--- src/hw/rtl/plasma_pixel_generator_top_defines.svh ---
// assertion helpers for the plasma pixel generator
// both sample on clk and are disabled while arst_n is low
`ifndef PLASMA_PIXEL_GENERATOR_TOP_DEFINES_SVH
`define PLASMA_PIXEL_GENERATOR_TOP_DEFINES_SVH

// same-cycle implication
`define PPG_ASSERT_NOW(label, ante, cons, msg) \
	label: assert property (@(posedge clk) disable iff (!arst_n) \
		(ante) |-> (cons)) else $error(msg);

// next-cycle implication
`define PPG_ASSERT_NEXT(label, ante, cons, msg) \
	label: assert property (@(posedge clk) disable iff (!arst_n) \
		(ante) |=> (cons)) else $error(msg);

`endif

--- src/hw/rtl/ppg_pkg.sv ---
package ppg_pkg;

	localparam int SCREEN_WIDTH  = 320;
	localparam int SCREEN_HEIGHT = 200;

	localparam int DELTA_W = 16;
	localparam int POS_X_W = 9;
	localparam int POS_Y_W = 8;
	localparam int COLOR_W = 8;

	localparam int FRAME_COUNT = 720;
	localparam int FRAC_BITS   = 8;
	localparam int FRAME_MOD   = FRAME_COUNT << FRAC_BITS;
	localparam int FRAME_W     = 18;

	localparam int COS_FRAC   = 14;
	localparam int BASE_LEVEL = 75;
	localparam int WAVE_W     = 21;
	localparam int SUM_W      = WAVE_W + 1;
	localparam logic signed [SUM_W-1:0] BASE_Q14 = SUM_W'(BASE_LEVEL * (1 << COS_FRAC));

	localparam logic [8:0] DEG_90  = 9'd90;
	localparam logic [8:0] DEG_180 = 9'd180;
	localparam logic [8:0] DEG_270 = 9'd270;
	localparam logic [8:0] DEG_360 = 9'd360;
	localparam logic [9:0] FULL_TURN = 10'd360;

	localparam int QTR_DEPTH = 91;
	localparam int TAYLOR_TERMS = 12;
	localparam longint unsigned PI_Q31 = 64'd6746518852;
	localparam longint unsigned HALF_TURN = 64'd180;
	localparam longint unsigned TAYLOR_DIV [TAYLOR_TERMS] =
		'{64'd2, 64'd12, 64'd30, 64'd56, 64'd90, 64'd132,
		  64'd182, 64'd240, 64'd306, 64'd380, 64'd462, 64'd552};

	typedef logic [8:0] angle_t;
	typedef logic signed [15:0] cos_t;
	typedef logic [WAVE_W-1:0] wave_t;
	typedef logic [14:0] qtr_t [QTR_DEPTH];

	typedef struct packed {
		angle_t fm;   // f mod 360
		angle_t f2m;  // 2f mod 360
		angle_t fh;   // f/2
	} frame_t;

	typedef struct packed {
		logic [COLOR_W-1:0] red;
		logic [COLOR_W-1:0] green;
		logic [COLOR_W-1:0] blue;
	} rgb_t;

	typedef struct packed {
		logic s2;
		logic s3;
		logic s4;
		logic s5;
	} stage_en_t;

	// quarter-wave cosine in Q1.14, fixed-point taylor series rounded to nearest
	function automatic qtr_t build_qtr();
		qtr_t tbl;
		longint unsigned theta;
		longint unsigned t2;
		longint unsigned term;
		longint unsigned mag;
		longint acc;
		for (int d = 0; d < QTR_DEPTH; d++) begin
			theta = 64'(d) * PI_Q31 / HALF_TURN;
			t2 = (theta * theta) >> 31;
			term = 64'd1 << 31;
			acc = longint'(term);
			for (int k = 1; k <= TAYLOR_TERMS; k++) begin
				term = ((term * t2) >> 31) / TAYLOR_DIV[k-1];
				if (k[0]) begin
					acc = acc - longint'(term);
				end else begin
					acc = acc + longint'(term);
				end
			end
			if (acc < 0) begin
				acc = 0;
			end
			mag = (64'(acc) + (64'd1 << 16)) >> 17;
			tbl[d] = 15'(mag);
		end
		return tbl;
	endfunction

	localparam qtr_t COS_QTR = build_qtr();

	// reduce a value below 720 to 0..359
	function automatic angle_t fold360(input logic [9:0] v);
		logic [9:0] r;
		r = (v >= FULL_TURN) ? (v - FULL_TURN) : v;
		return r[8:0];
	endfunction

	// full-circle cosine from the quarter table, angle in 0..359
	function automatic cos_t cos_lookup(input angle_t a);
		angle_t idx;
		logic neg;
		cos_t mag;
		if (a <= DEG_90) begin
			idx = a;
			neg = 1'b0;
		end else if (a <= DEG_180) begin
			idx = DEG_180 - a;
			neg = 1'b1;
		end else if (a <= DEG_270) begin
			idx = a - DEG_180;
			neg = 1'b1;
		end else begin
			idx = DEG_360 - a;
			neg = 1'b0;
		end
		mag = {1'b0, COS_QTR[idx[6:0]]};
		return neg ? -mag : mag;
	endfunction

endpackage

--- src/hw/rtl/ppg_if.sv ---
interface ppg_in_if;
	logic                        valid;
	logic                        ready;
	logic                        mode;
	logic [ppg_pkg::DELTA_W-1:0] delta_frames;
	logic [ppg_pkg::POS_X_W-1:0] pos_x;
	logic [ppg_pkg::POS_Y_W-1:0] pos_y;

	modport source(output valid, mode, delta_frames, pos_x, pos_y, input ready);
	modport sink(input valid, mode, delta_frames, pos_x, pos_y, output ready);
endinterface

interface ppg_out_if;
	logic                        valid;
	logic                        ready;
	logic [ppg_pkg::COLOR_W-1:0] color_index;
	logic [ppg_pkg::COLOR_W-1:0] red;
	logic [ppg_pkg::COLOR_W-1:0] green;
	logic [ppg_pkg::COLOR_W-1:0] blue;

	modport source(output valid, color_index, red, green, blue, input ready);
	modport sink(input valid, color_index, red, green, blue, output ready);
endinterface

--- src/hw/rtl/ppg_frame_acc.sv ---
module ppg_frame_acc (
	input  logic                        clk,
	input  logic                        arst_n,
	input  logic                        tick,
	input  logic [ppg_pkg::DELTA_W-1:0] delta_frames,
	output ppg_pkg::frame_t             frame
);

	logic [ppg_pkg::FRAME_W-1:0] frame_pos_q;
	logic [ppg_pkg::FRAME_W-1:0] sum;
	logic [ppg_pkg::FRAME_W-1:0] frame_next;
	logic [ppg_pkg::FRAME_W-ppg_pkg::FRAC_BITS-1:0] whole;

	// sum stays below twice the wrap point, one subtract is enough
	always_comb begin
		sum = frame_pos_q + ppg_pkg::FRAME_W'(delta_frames);
		if (sum >= ppg_pkg::FRAME_W'(ppg_pkg::FRAME_MOD)) begin
			frame_next = sum - ppg_pkg::FRAME_W'(ppg_pkg::FRAME_MOD);
		end else begin
			frame_next = sum;
		end
	end

	always_ff @(posedge clk or negedge arst_n) begin
		if (!arst_n) begin
			frame_pos_q <= '0;
		end else if (tick) begin
			frame_pos_q <= frame_next;
		end
	end

	// integer frame and its angle offsets
	always_comb begin
		whole = frame_pos_q[ppg_pkg::FRAME_W-1:ppg_pkg::FRAC_BITS];
		frame.fm = ppg_pkg::fold360(whole);
		frame.f2m = ppg_pkg::fold360({frame.fm, 1'b0});
		frame.fh = whole[9:1];
	end

endmodule

--- src/hw/rtl/ppg_wave_sum.sv ---
module ppg_wave_sum (
	input  logic                        clk,
	input  ppg_pkg::stage_en_t          en,
	input  logic [ppg_pkg::POS_X_W-1:0] pos_x,
	input  logic [ppg_pkg::POS_Y_W-1:0] pos_y,
	input  ppg_pkg::frame_t             frame,
	output ppg_pkg::wave_t              xc_s3,
	output ppg_pkg::wave_t              yc_s3
);

	localparam int N_ANG = 6;

	ppg_pkg::angle_t xm;
	ppg_pkg::angle_t x2m;
	ppg_pkg::angle_t y2m;
	logic [7:0]      xh;
	ppg_pkg::angle_t ang [N_ANG];
	ppg_pkg::angle_t angle_s2 [N_ANG];
	logic signed [ppg_pkg::SUM_W-1:0] cv [N_ANG];
	logic signed [ppg_pkg::SUM_W-1:0] xsum;
	logic signed [ppg_pkg::SUM_W-1:0] ysum;

	// angles for the six cosine terms, each reduced to 0..359
	always_comb begin
		xm = ppg_pkg::fold360(10'(pos_x));
		x2m = ppg_pkg::fold360({xm, 1'b0});
		xh = pos_x[8:1];
		y2m = ppg_pkg::fold360({1'b0, pos_y, 1'b0});
		ang[0] = ppg_pkg::fold360(10'(pos_y) + 10'(frame.f2m));
		ang[1] = ppg_pkg::fold360(10'(y2m) + 10'(frame.fh));
		ang[2] = ppg_pkg::fold360(10'(pos_y) + 10'(frame.fm));
		ang[3] = ppg_pkg::fold360(10'(x2m) + 10'(frame.fh));
		ang[4] = ppg_pkg::fold360(10'(xm) + 10'(frame.f2m));
		ang[5] = ppg_pkg::fold360(10'(xh) + 10'(frame.fm));
	end

	always_ff @(posedge clk) begin
		if (en.s2) begin
			angle_s2 <= ang;
		end
	end

	// cosine terms and the two wave sums, always positive
	always_comb begin
		for (int i = 0; i < N_ANG; i++) begin
			cv[i] = ppg_pkg::SUM_W'(ppg_pkg::cos_lookup(angle_s2[i]));
		end
		ysum = ppg_pkg::BASE_Q14 + (cv[0] <<< 1) + cv[1] + (cv[2] <<< 1);
		xsum = ppg_pkg::BASE_Q14 + cv[3] + cv[4] + (cv[5] <<< 1);
	end

	always_ff @(posedge clk) begin
		if (en.s3) begin
			xc_s3 <= xsum[ppg_pkg::WAVE_W-1:0];
			yc_s3 <= ysum[ppg_pkg::WAVE_W-1:0];
		end
	end

endmodule

--- src/hw/rtl/ppg_shade.sv ---
module ppg_shade (
	input  logic                        clk,
	input  ppg_pkg::stage_en_t          en,
	input  ppg_pkg::wave_t              xc_s3,
	input  ppg_pkg::wave_t              yc_s3,
	output logic [ppg_pkg::COLOR_W-1:0] color_index_s5,
	output ppg_pkg::rgb_t               rgb_s5
);

	localparam int PROD_W = 2 * ppg_pkg::WAVE_W;
	localparam int IDX_LSB = 2 * ppg_pkg::COS_FRAC;

	localparam logic [7:0] RAMP_1  = 8'd42;
	localparam logic [7:0] RAMP_2  = 8'd84;
	localparam logic [7:0] RAMP_3  = 8'd126;
	localparam logic [7:0] RAMP_4  = 8'd168;
	localparam logic [7:0] RAMP_5  = 8'd210;
	localparam logic [7:0] PAL_END = 8'd252;
	localparam logic [5:0] RAMP_TOP = 6'd42;

	logic [PROD_W-1:0] prod;
	logic [7:0]        idx_s4;

	// six ramps: to red, yellow, white, cyan, blue, then black
	function automatic ppg_pkg::rgb_t shade_of(input logic [7:0] i);
		logic [5:0] r;
		logic [5:0] g;
		logic [5:0] b;
		ppg_pkg::rgb_t c;
		r = '0;
		g = '0;
		b = '0;
		if (i < RAMP_1) begin
			r = i[5:0];
		end else if (i < RAMP_2) begin
			r = RAMP_TOP;
			g = 6'(i - RAMP_1);
		end else if (i < RAMP_3) begin
			r = RAMP_TOP;
			g = RAMP_TOP;
			b = 6'(i - RAMP_2);
		end else if (i < RAMP_4) begin
			r = RAMP_TOP - 6'(i - RAMP_3);
			g = RAMP_TOP;
			b = RAMP_TOP;
		end else if (i < RAMP_5) begin
			g = RAMP_TOP - 6'(i - RAMP_4);
			b = RAMP_TOP;
		end else if (i < PAL_END) begin
			b = RAMP_TOP - 6'(i - RAMP_5);
		end
		c.red = {r, 2'b00};
		c.green = {g, 2'b00};
		c.blue = {b, 2'b00};
		return c;
	endfunction

	assign prod = PROD_W'(xc_s3) * PROD_W'(yc_s3);

	always_ff @(posedge clk) begin
		if (en.s4) begin
			idx_s4 <= prod[IDX_LSB +: 8];
		end
	end

	always_ff @(posedge clk) begin
		if (en.s5) begin
			color_index_s5 <= idx_s4;
			rgb_s5 <= shade_of(idx_s4);
		end
	end

endmodule

--- src/hw/rtl/plasma_pixel_generator_top.sv ---
// plasma pixel generator: cosine-table plasma with a palette lookup
// a pixel word taken on cmd is registered in s1, s2, s3, s4 and s5 in turn before it appears on pix
// throughput: one word per cycle while pix is ready, set by the five-stage pipeline with per-stage valid bits
// tick words update the frame accumulator at once and produce no result
// reset: arst_n clears the frame accumulator and every stage valid bit
`include "plasma_pixel_generator_top_defines.svh"

module plasma_pixel_generator_top (
	input  logic      clk,
	input  logic      arst_n,
	ppg_in_if.sink    cmd,
	ppg_out_if.source pix
);

	// stage plan
	//   s1: captured pixel position and frame angle offsets
	//   s2: six angles reduced to 0..359
	//   s3: cosine lookup and the xc / yc wave sums
	//   s4: xc*yc product, palette index
	//   s5: palette color, drives the result port

	logic accept;
	logic tick;
	logic on_screen;
	logic load_s1;

	logic valid_s1;
	logic valid_s2;
	logic valid_s3;
	logic valid_s4;
	logic valid_s5;

	// a stage may load when it is empty or its word moves on this cycle
	logic ready_s1;
	logic ready_s2;
	logic ready_s3;
	logic ready_s4;
	logic ready_s5;

	logic [ppg_pkg::POS_X_W-1:0] pos_x_s1;
	logic [ppg_pkg::POS_Y_W-1:0] pos_y_s1;
	ppg_pkg::frame_t             frame;
	ppg_pkg::frame_t             frame_s1;
	ppg_pkg::stage_en_t          en;
	ppg_pkg::wave_t              xc_s3;
	ppg_pkg::wave_t              yc_s3;
	logic [ppg_pkg::COLOR_W-1:0] color_index_s5;
	ppg_pkg::rgb_t               rgb_s5;

	// backpressure ripples from the result port toward the input
	assign ready_s5 = !valid_s5 || pix.ready;
	assign ready_s4 = !valid_s4 || ready_s5;
	assign ready_s3 = !valid_s3 || ready_s4;
	assign ready_s2 = !valid_s2 || ready_s3;
	assign ready_s1 = !valid_s1 || ready_s2;

	assign cmd.ready = ready_s1;
	assign accept = cmd.valid && ready_s1;
	assign tick = accept && !cmd.mode;

	// off-screen pixels are dropped at the input
	assign on_screen = (13'(cmd.pos_x) < 13'(ppg_pkg::SCREEN_WIDTH)) &&
		(13'(cmd.pos_y) < 13'(ppg_pkg::SCREEN_HEIGHT));
	assign load_s1 = accept && cmd.mode && on_screen;

	// data enables only fire when a word actually moves in
	assign en.s2 = ready_s2 && valid_s1;
	assign en.s3 = ready_s3 && valid_s2;
	assign en.s4 = ready_s4 && valid_s3;
	assign en.s5 = ready_s5 && valid_s4;

	always_ff @(posedge clk or negedge arst_n) begin
		if (!arst_n) begin
			valid_s1 <= 1'b0;
			valid_s2 <= 1'b0;
			valid_s3 <= 1'b0;
			valid_s4 <= 1'b0;
			valid_s5 <= 1'b0;
		end else begin
			if (ready_s1) begin
				valid_s1 <= load_s1;
			end
			if (ready_s2) begin
				valid_s2 <= valid_s1;
			end
			if (ready_s3) begin
				valid_s3 <= valid_s2;
			end
			if (ready_s4) begin
				valid_s4 <= valid_s3;
			end
			if (ready_s5) begin
				valid_s5 <= valid_s4;
			end
		end
	end

	// the frame seen by a pixel is the one left by all earlier ticks
	always_ff @(posedge clk) begin
		if (load_s1) begin
			pos_x_s1 <= cmd.pos_x;
			pos_y_s1 <= cmd.pos_y;
			frame_s1 <= frame;
		end
	end

	ppg_frame_acc u_frame_acc (
		.clk          (clk),
		.arst_n       (arst_n),
		.tick         (tick),
		.delta_frames (cmd.delta_frames),
		.frame        (frame)
	);

	ppg_wave_sum u_wave_sum (
		.clk   (clk),
		.en    (en),
		.pos_x (pos_x_s1),
		.pos_y (pos_y_s1),
		.frame (frame_s1),
		.xc_s3 (xc_s3),
		.yc_s3 (yc_s3)
	);

	ppg_shade u_shade (
		.clk            (clk),
		.en             (en),
		.xc_s3          (xc_s3),
		.yc_s3          (yc_s3),
		.color_index_s5 (color_index_s5),
		.rgb_s5         (rgb_s5)
	);

	assign pix.valid = valid_s5;
	assign pix.color_index = color_index_s5;
	assign pix.red = rgb_s5.red;
	assign pix.green = rgb_s5.green;
	assign pix.blue = rgb_s5.blue;

	// frame offsets always land inside one turn
	`PPG_ASSERT_NOW(a_fm_fold, 1'b1, frame.fm < ppg_pkg::DEG_360, "fm out of range")
	`PPG_ASSERT_NOW(a_f2m_fold, 1'b1, frame.f2m < ppg_pkg::DEG_360, "f2m out of range")
	`PPG_ASSERT_NOW(a_fh_fold, 1'b1, frame.fh < ppg_pkg::DEG_360, "fh out of range")

	// ticks and off-screen pixels never occupy the pipeline
	`PPG_ASSERT_NEXT(a_drop_no_entry, accept && !load_s1, !valid_s1, "dropped word entered")

	// a word leaving the product stage lands in the result register
	`PPG_ASSERT_NEXT(a_s4_to_s5, valid_s4 && ready_s5, valid_s5, "word lost before result")

endmodule
--- src/flat_wrapper.sv ---
// flat-port wrapper written by rule: the top's interface ports become plain ports
module plasma_pixel_generator_top_flat 
  (clk, arst_n, cmd_valid, cmd_mode, cmd_delta_frames, cmd_pos_x, cmd_pos_y, cmd_ready, pix_valid, pix_color_index, pix_red, pix_green, pix_blue, pix_ready);
  ppg_in_if cmd_i ();
  ppg_out_if pix_i ();
  input  logic clk;
  input  logic arst_n;
  input wire logic [$bits(cmd_i.valid)-1:0] cmd_valid;
  input wire logic [$bits(cmd_i.mode)-1:0] cmd_mode;
  input wire logic [$bits(cmd_i.delta_frames)-1:0] cmd_delta_frames;
  input wire logic [$bits(cmd_i.pos_x)-1:0] cmd_pos_x;
  input wire logic [$bits(cmd_i.pos_y)-1:0] cmd_pos_y;
  output wire logic [$bits(cmd_i.ready)-1:0] cmd_ready;
  output wire logic [$bits(pix_i.valid)-1:0] pix_valid;
  output wire logic [$bits(pix_i.color_index)-1:0] pix_color_index;
  output wire logic [$bits(pix_i.red)-1:0] pix_red;
  output wire logic [$bits(pix_i.green)-1:0] pix_green;
  output wire logic [$bits(pix_i.blue)-1:0] pix_blue;
  input wire logic [$bits(pix_i.ready)-1:0] pix_ready;
  assign cmd_i.valid = cmd_valid;
  assign cmd_i.mode = cmd_mode;
  assign cmd_i.delta_frames = cmd_delta_frames;
  assign cmd_i.pos_x = cmd_pos_x;
  assign cmd_i.pos_y = cmd_pos_y;
  assign cmd_ready = cmd_i.ready;
  assign pix_valid = pix_i.valid;
  assign pix_color_index = pix_i.color_index;
  assign pix_red = pix_i.red;
  assign pix_green = pix_i.green;
  assign pix_blue = pix_i.blue;
  assign pix_i.ready = pix_ready;
  plasma_pixel_generator_top u_core (.clk(clk), .arst_n(arst_n), .cmd(cmd_i), .pix(pix_i));
endmodule
--- config.mk ---
export PLATFORM = sky130hd
export DESIGN_NAME = plasma_pixel_generator_top_flat
export DESIGN_NICKNAME = d
export VERILOG_FILES = /design/src/hw/rtl/ppg_pkg.sv /design/src/hw/rtl/ppg_if.sv /design/src/hw/rtl/ppg_frame_acc.sv /design/src/hw/rtl/ppg_wave_sum.sv /design/src/hw/rtl/ppg_shade.sv /design/src/hw/rtl/plasma_pixel_generator_top.sv /design/src/flat_wrapper.sv
export VERILOG_INCLUDE_DIRS = /design/src /design/src/hw/rtl
export SDC_FILE = /design/constraint.sdc
export NUM_CORES = 2
export LEC_CHECK = 0
export CAP_MARGIN = 20
export CORE_MARGIN = 2
export CORE_UTILIZATION = 28
export DETAILED_ROUTE_END_ITERATION = 8
export DONT_BUFFER_PORTS = 1
export REMOVE_ABC_BUFFERS = 1
export SYNTH_ARGS = -nofsm -noshare
export SYNTH_HDL_FRONTEND = slang
export SYNTH_SLANG_ARGS = --single-unit
--- constraint.sdc ---
create_clock -name clk -period 10.88 [get_ports clk]
set_input_delay 2.176 -clock clk [delete_from_list [all_inputs] [get_ports clk]]
set_output_delay 2.176 -clock clk [all_outputs]
set_load 0.01 [all_outputs]
==> run summary <==
result of the run -> finished clean
Worst setup endpoint -> u_core.u_wave_sum.yc_s3[19]$_DFFE_PP_
initial detailed-routing violation count -> 4036
EDFF count, synth -> 166
cell types occupying the most area after synthesis -> fa_1 (18%), ha_1 (12%), edfxtp_1 (12%), nand2_1 (4.8%), inv_1 (4.6%)
storage element area -> 0.00556 mm²
row cnt -> 144
Post-synth ARST share -> 12.2%
data required time at the worst endpoint -> 11.16 ns
post-layout net count -> 5914
CTS tree -> built
RD Place Congestion -> 0.929
Final Skew -> 0.0214 ns
worst path arrival time -> 10.30 ns
Seq/Total Area, Yosys -> 12.9%
final count of pins violating max slew -> 0
synthesis-to-finish area growth -> 5.92%
cell with the most instances after synthesis -> nand2_1
number of antenna violations at the first check in global routing -> 9
number of ports placed on the die boundary -> 72
final cell utilization of the core -> 29.8%
count of placed standard cells in the final layout, fillers left out -> 7147
slowest cell delay on critical path -> 0.73 ns
Critical Path Source -> u_core.u_wave_sum.angle_s2[47]$_DFFE_PP_
DRC Markers -> 0
clock latency on the worst-skew pair -> 0.53 ns
total wire length after detailed routing -> 139000 µm
via count -> 39900
count of input and output buffers -> 0
classification of the worst-slack hold path -> reg -> reg
Die Height -> 396 µm
global route total overflow -> 0
endpoints failing setup -> 0
# Post-CTS Setup Buffers -> 0
total negative setup slack -> 0 ns
Slew headroom -> 26.0%
DRT antenna net count -> 0
Core Region -> 0.154 mm²
number of H-tree levels -> 4
fillcell total -> 16300
Worst Setup End Kind -> flip-flop
total of hold buffers inserted after clock tree synthesis -> 0
Hold Violations, Final -> 0
worst r2r dst -> u_core.u_wave_sum.yc_s3[19]$_DFFE_PP_
Slew @ Worst Pin -> 1.11 ns
average wire per cell in the routed design -> 19.4 µm
aggregate global-route resource usage -> 17.3%
clock tree buffer depth -> 2
CP Launch Type -> flip-flop
WS Path Type -> reg -> reg
Initial Utilization -> 28.1%
Final Cell Area -> 0.0457 mm²
Period minus WS final -> 10.02 ns
most common library cells after synthesis -> nand2_1 (548), inv_1 (534), ha_1 (407), fa_1 (387), a21oi_1 (312)
post-synthesis cell area -> 0.0431 mm²
count of warnings emitted by yosys -> 0
maximum clock rate -> 99.8 MHz
Primary FF master, synth -> edfxtp_1
floorplan die area -> 0.157 mm²
path depth of the worst reg2reg path -> 32
post-synth cell types -> 110
placed insts -> 7106
horizontal die dimension -> 396 µm
detailed-router iteration count before antenna repair -> 6
critical path fanouts, max -> 20
first-pass GRT wire length -> 221000 µm
number of synthesized register bits -> 189
number of global-route vias before repair -> 38600
Worst R2R Start -> u_core.u_wave_sum.angle_s2[47]$_DFFE_PP_
post-placement cell area -> 0.0450 mm²
Post-Syn Instances -> 5301
Via-to-Cell Ratio -> 5.59
most prevalent standard cell on the critical path -> ha_1
Register-to-Register Setup Slack -> 0.86 ns
proportion of netlist area held by the largest area contributor -> 18.0%
slowest stage cell on the critical path -> edfxtp_1
Clk Tree Root Cell -> clkbuf_16
Resized Gates After CTS -> 0
unrepaired setup endpoints after global routing -> no
layout cell share with drive strength beyond 1 -> 5.22%
Clock Sinks -> 189
largest area contributor in the netlist -> fa_1
post-route fraction of the period consumed by the critical path -> 92.1%
clock-pin slew on the worst setup and hold paths -> 0.08 ns
Maximum Capacitance Violations -> 0
maximum number of pins on one net before global-route repair -> 55
syn avg cell area -> 8.14 µm²
number of buffers added by the clock tree synthesis step -> 17
area used by multi-input combinational logic -> 0.0340 mm²
total half-perimeter wirelength after legalization and detailed placement -> 103000 µm
## layer usage
metal	vias to the layer above	track usage (%)	share of wire, %
li1	18400	-	-
met1	19500	24.1	45
met2	1746	27.3	45
met3	265	2.64	7.4
met4	6	5.17	2.3
met5	-	0	0.027
## sequential cells by signal (all words and copies together), names as in the netlist
register,flops
u_core.u_frame_acc.frame_pos_q,18
u_core.pix.valid,1
u_core.u_wave_sum.xc_s3,21
u_core.valid_s1,1
u_core.u_wave_sum.yc_s3,21
u_core.u_shade.idx_s4,8
u_core.valid_s3,1
u_core.u_shade.rgb_s5,18
u_core.valid_s2,1
u_core.u_wave_sum.angle_s2,51
u_core.pos_y_s1,8
u_core.u_shade.color_index_s5,8
u_core.pos_x_s1,9
u_core.frame_s1,22
u_core.valid_s4,1
## layout make-up
| type | instances | share of cell area [%] |
|---|---|---|
| timing repair buffer | 116 | 1.90 |
| clock inverter | 15 | 0.414 |
| sequential | 189 | 12.2 |
| clock buffer | 17 | 0.931 |
| multi-input combinational | 4203 | 74.4 |
| tap | 2044 | 5.60 |
| antenna | 8 | 0.0438 |
| inverter | 555 | 4.56 |
## how the worst min path moves through the flow
stage	slack, ns	start	endpoint	depth (start not counted)
3_3_place_gp	0.46	u_core.valid_s2$_DFFE_PN0P_	u_core.valid_s3$_DFFE_PN0P_	1
6_report	0.48	u_core.valid_s2$_DFFE_PN0P_	u_core.valid_s3$_DFFE_PN0P_	1
2_1_floorplan	0.45	u_core.valid_s2$_DFFE_PN0P_	u_core.valid_s3$_DFFE_PN0P_	1
3_5_place_dp	0.47	u_core.valid_s2$_DFFE_PN0P_	u_core.valid_s3$_DFFE_PN0P_	1
5_1_grt	0.50	u_core.valid_s2$_DFFE_PN0P_	u_core.valid_s3$_DFFE_PN0P_	1
4_1_cts	0.48	u_core.valid_s2$_DFFE_PN0P_	u_core.valid_s3$_DFFE_PN0P_	1
## cell usage in the layout (no fill, tap or decap), types with 87 or more instances in the layout
cell type,netlist,layout
buf_4,14,115
and2_1,181,179
ha_1,407,407
nor3_1,134,134
nand2_1,548,548
inv_1,534,534
edfxtp_1,166,166
nor2_1,280,277
fa_1,387,387
o211ai_1,90,90
xnor2_1,160,159
a211oi_1,112,112
o21ai_0,240,240
nand3_1,139,139
xor2_1,87,87
a21oi_1,312,312
## cells by family after synthesis
group,Yosys count,share of synthesized area [%]
other,1,0.00869
AO/OA/AOI/OAI,1517,24.3
buffers and inverters,914,8.42
XOR/XNOR,249,5.12
adder cells (fa/ha/maj),794,29.8
AND/OR/NAND/NOR,1564,17.6
flip-flops,189,12.9
multiplexers,73,1.97
## per-stage QoR
step / hold slack (ns) / setup WS (ns)
2_1_floorplan: 0.448 / 0.828
6_report: 0.478 / 0.857
5_1_grt: 0.503 / 0.0380
3_3_place_gp: 0.455 / 1.33
3_5_place_dp: 0.465 / 1.10
4_1_cts: 0.484 / 1.01
## worst max-delay path: cells and delay by family, from the launching register on
kind	cells	cell delay, ns
compound gates	13	3.28
fa+ha+maj	7	2.67
mux	2	1.08
simple gates	6	0.89
buf+inv	2	0.87
flops	1	0.73
xor+xnor	2	0.24
Power is left out: the tool's default activity adds up to more than one toggle a clock period on the data nets, which glitch-free logic cannot reach.
